<file path="config.mk">
export PLATFORM = sky130hd
export DESIGN_NAME = itsl_ram
export DESIGN_NICKNAME = d
export VERILOG_FILES = /design/src/design/itsl_ram.sv
export SDC_FILE = /design/constraint.sdc
export NUM_CORES = 1
export LEC_CHECK = 0
export BUFFER_PORTS_ARGS = -buffer_cell sky130_fd_sc_hd__buf_4
export CAP_MARGIN = 10
export CELL_PAD_IN_SITES_DETAIL_PLACEMENT = 1
export CELL_PAD_IN_SITES_GLOBAL_PLACEMENT = 2
export CORE_MARGIN = 2
export CORE_UTILIZATION = 48
export DETAILED_ROUTE_END_ITERATION = 7
export PLACE_DENSITY = 0.76
export RECOVER_POWER = 50
export SETUP_SLACK_MARGIN = 0.3
export SYNTH_ARGS = -nofsm -noshare
export SYNTH_HDL_FRONTEND = slang
export SYNTH_SLANG_ARGS = --single-unit
</file>
<file path="constraint.sdc">
create_clock -name clk -period 1.7 [get_ports clk]
set_input_delay 0.085 -clock clk [delete_from_list [all_inputs] [get_ports clk]]
set_output_delay 0.085 -clock clk [all_outputs]
set_load 0.01 [all_outputs]
</file>
<file path="src/design/itsl_ram.sv">
`timescale 1ns / 1ps
// ----------------------------------------------------------------------------
// itsl_ram
// Generic single-port RAM with registered read data.
// ----------------------------------------------------------------------------
module itsl_ram #(
  parameter int WIDTH = 8,
  parameter int DEPTH = 16
) (
  input  logic                     clk,
  input  logic                     we,
  input  logic [$clog2(DEPTH)-1:0] addr,
  input  logic [WIDTH-1:0]         wdata,
  output logic [WIDTH-1:0]         rdata
);
  logic [WIDTH-1:0] mem [DEPTH];

  always_ff @(posedge clk) begin
    if (we) begin
      mem[addr] <= wdata;
    end
    rdata <= mem[addr];
  end
endmodule

</file>
==> metrics.csv <==
stage,metric,value,unit
final_layout,num_antenna_cells,0,
grt,first_global_vias,2706,
grt,grt_use_total,19.7,%
sta,setup_tns,0,ns
placement,dp.cells,399,
pwr,swShare,19.8,%
clock_tree,cts_tree,built,
routing,via_per_inst,5.58,
routing,drtIter0Drc,115,
routing,postRouteAntennaNets,0,
clock_tree,clk_pin_slew,0.06,ns
floorplanning,ioPinCount,22,
setup_path,cp-end-kind,flip-flop,
setup_path,start_kind,flip-flop,
sta,tightestPinTransition,0.813,ns
worst_hold_path,hold_start,addr[3],
final_layout,drive_gt1_share,34.7,%
grt,grt_max_degree,30,
sta,finalHoldViolations,0,
grt,grt_pass1_wl,15.5,mm
clock_tree,h-tree-depth,4,
floorplanning,initial_core_util,49.3,%
pwr,power.density,1270,mW/mm2
sta,rsz0062_at_grt,false,
pwr,p_leak,2.05,nW
synthesis,yosysWarnings,0,
final_layout,syn_to_final_growth,22.7,%
clock_tree,clock_path_buffers,2,
synthesis,synth_cells,230,
sta,finalCritPeriodShare,78.6,%
clock_tree,cts_made_buffers,17,
sta,setup_violations,0,
floorplanning,fp.dieH,107,um
pwr,p_int,0.00631,W
floorplanning,die_area,0.0114,mm2
pwr,p_switching,0.00156,W
routing,drc,0,
routing,drt-pass1-iter-count,4,
synthesis,avgSynthCellArea,22.0,um2
clock_tree,worstSkewPairLatency,0.52,ns
routing,wl_per_cell,22.6,um
pwr,irDropWorstVdd,0.597,mV
pwr,comb_power_share,5.1,%
pwr,clkPwrFrac,46.9,%
run_status,status,"complete, no violations",
sta,skew,0.00617,ns
setup_path,worstPathRequired,2.10,ns
placement,place.gp.congestion,0.764,
routing,vias,2448,
final_layout,fillCellCount,888,
final_layout,seq_area,0.00400,mm2
clock_tree,clock_sinks,136,
placement,dp_hpwl,6.72,mm
setup_path,cp-startpoint,mem[3][0],
job,cap_violations,0,
setup_path,crit_fanout,1,
pwr,seqPwrFrac,48.0,%
sta,finalMaxSlewViolations,0,
grt,antenna_found_initial,0,
synthesis,synth_area,0.00507,mm2
synthesis,synth_cell_types,18,
floorplanning,dieWidth,107,um
clock_tree,root_buffer,clkbuf_8,
floorplanning,num_rows,37,
sta,finalCriticalPeriod,1.34,ns
placement,io_buffers,21,
synthesis,syn_nets,244,
placement,post-place-ws,0.145,ns
sta,layout_setup_ws,0.365,ns
final_layout,multiInputGateArea,0.00103,mm2
sta,clock.fmax,0.749,GHz
final_layout,fin_util,60.5,%
setup_path,path_class,flip-flop to flip-flop,
setup_path,cp_data_arrival_time,1.73,ns
grt,grt_overflow,0,
sta,max_slew_margin,45.8,%
final_layout,layout_common_cells,"edfxtp_1, mux4_2, buf_4",
final_layout,fin_cells,439,
final_layout,mostFrequentLayoutCell,edfxtp_1,
worst_hold_path,hp-class,primary input to flip-flop,
final_layout,fin_nets,304,
setup_path,timing.rr.start,mem[3][0],
routing,wirelength,9.90,mm
synthesis,seq_area_frac_synth,79.0,%
floorplanning,core,0.0103,mm2
synthesis,synth-seq-cells,136,
[through the flow]
| step | hold slack, ns | total power, W | instance area, um2 |
|---|---|---|---|
| after floorplan | 0.184 | 0.00404 | 5080 |
| after CTS | 0.132 | 0.00794 | 6240 |
| after detailed placement | 0.407 | 0.00424 | 5560 |
| final | 0.177 | 0.00787 | 6220 |
| after global routing | 0.198 | 0.00811 | 6220 |
| after global placement | 0.388 | 0.00423 | 5560 |
[kinds of logic (layout without fill, tap and decap cells)]
logic type             after synthesis  in the layout  synth area share, %
AO/OA/AOI/OAI                       16             16                 2.37
buffers and inverters               11             84                 1.19
AND/OR/NAND/NOR                     35             35                 3.21
multiplexers                        32             32                 14.2
flip-flops                         136            136                 79.0
[power by group through the flow]
| stage | clock [W] | combinational (W) | sequential [W] |
|---|---|---|---|
| floorplan | 0 | 0.000196 | 0.00385 |
| global placement | 0 | 0.000388 | 0.00384 |
| detailed placement | 0 | 0.000399 | 0.00384 |
| CTS | 0.00375 | 0.000415 | 0.00377 |
| global route | 0.00389 | 0.000441 | 0.00378 |
| finish | 0.00369 | 0.000403 | 0.00378 |
[per-layer routing]
metal  part of all wire (%)  global-route usage [%]  vias up
li1                       -                       -     1085
met1                     42                    23.7     1299
met2                     53                    32.3       50
met3                    3.6                    6.75       14
met4                    1.9                    8.91        0
met5                      0                       0        -
[critical path, stage by stage, from the launching register on]
cell and delay (ns):
edfxtp_1 0.38, mux4_2 0.47, a22oi_1 0.26, nand2_1 0.11
[synthesized netlist by cell type]
cell type / n / share of area (%)
nand3b_1: 2 / 0.30
nor2_1: 13 / 0.96
nor2b_1: 2 / 0.25
nor3_1: 4 / 0.40
a22oi_1: 16 / 2.4
nand3_1: 1 / 0.099
mux4_2: 32 / 14
dfxtp_1: 8 / 3.2
clkbuf_1: 2 / 0.15
buf_1: 4 / 0.30
edfxtp_1: 128 / 76
buf_6: 2 / 0.44
nand2b_1: 2 / 0.25
nand2_1: 9 / 0.67
and2_1: 1 / 0.12
or3b_2: 1 / 0.17
clkbuf_2: 1 / 0.099
buf_2: 2 / 0.20
[timing repair]
item | 4_1_cts | 5_1_grt
setup endpoints to repair | 0 | 2
gates resized for setup | 0 | 2
setup buffers | 0 | 0
endpoints found under the hold margin | 128 | 0
hold buffers | 8 | 0
[final timing paths]
kind / end / slack [ns] / depth (start not counted)
hold / removal: rdata[1] / 0.18 / 5
setup reg to reg: rdata[0] / 0.36 / 3
setup / recovery: rdata[0] / 0.36 / 3
hold reg to reg: rdata[3] / 0.69 / 3
[final cells by class]
type | instances | area share, %
clock buffers | 20 | 6.84
clock inverters | 12 | 2.84
multi-input cells | 83 | 16.6
flip-flops and latches | 136 | 64.4
well taps | 136 | 2.74
repair buffers | 52 | 6.62
[state kept, by name, summed over array words and instances, names as in the netlist]
register / cells
rdata: 8
mem: 128
Power figures use the tool's default switching activity.
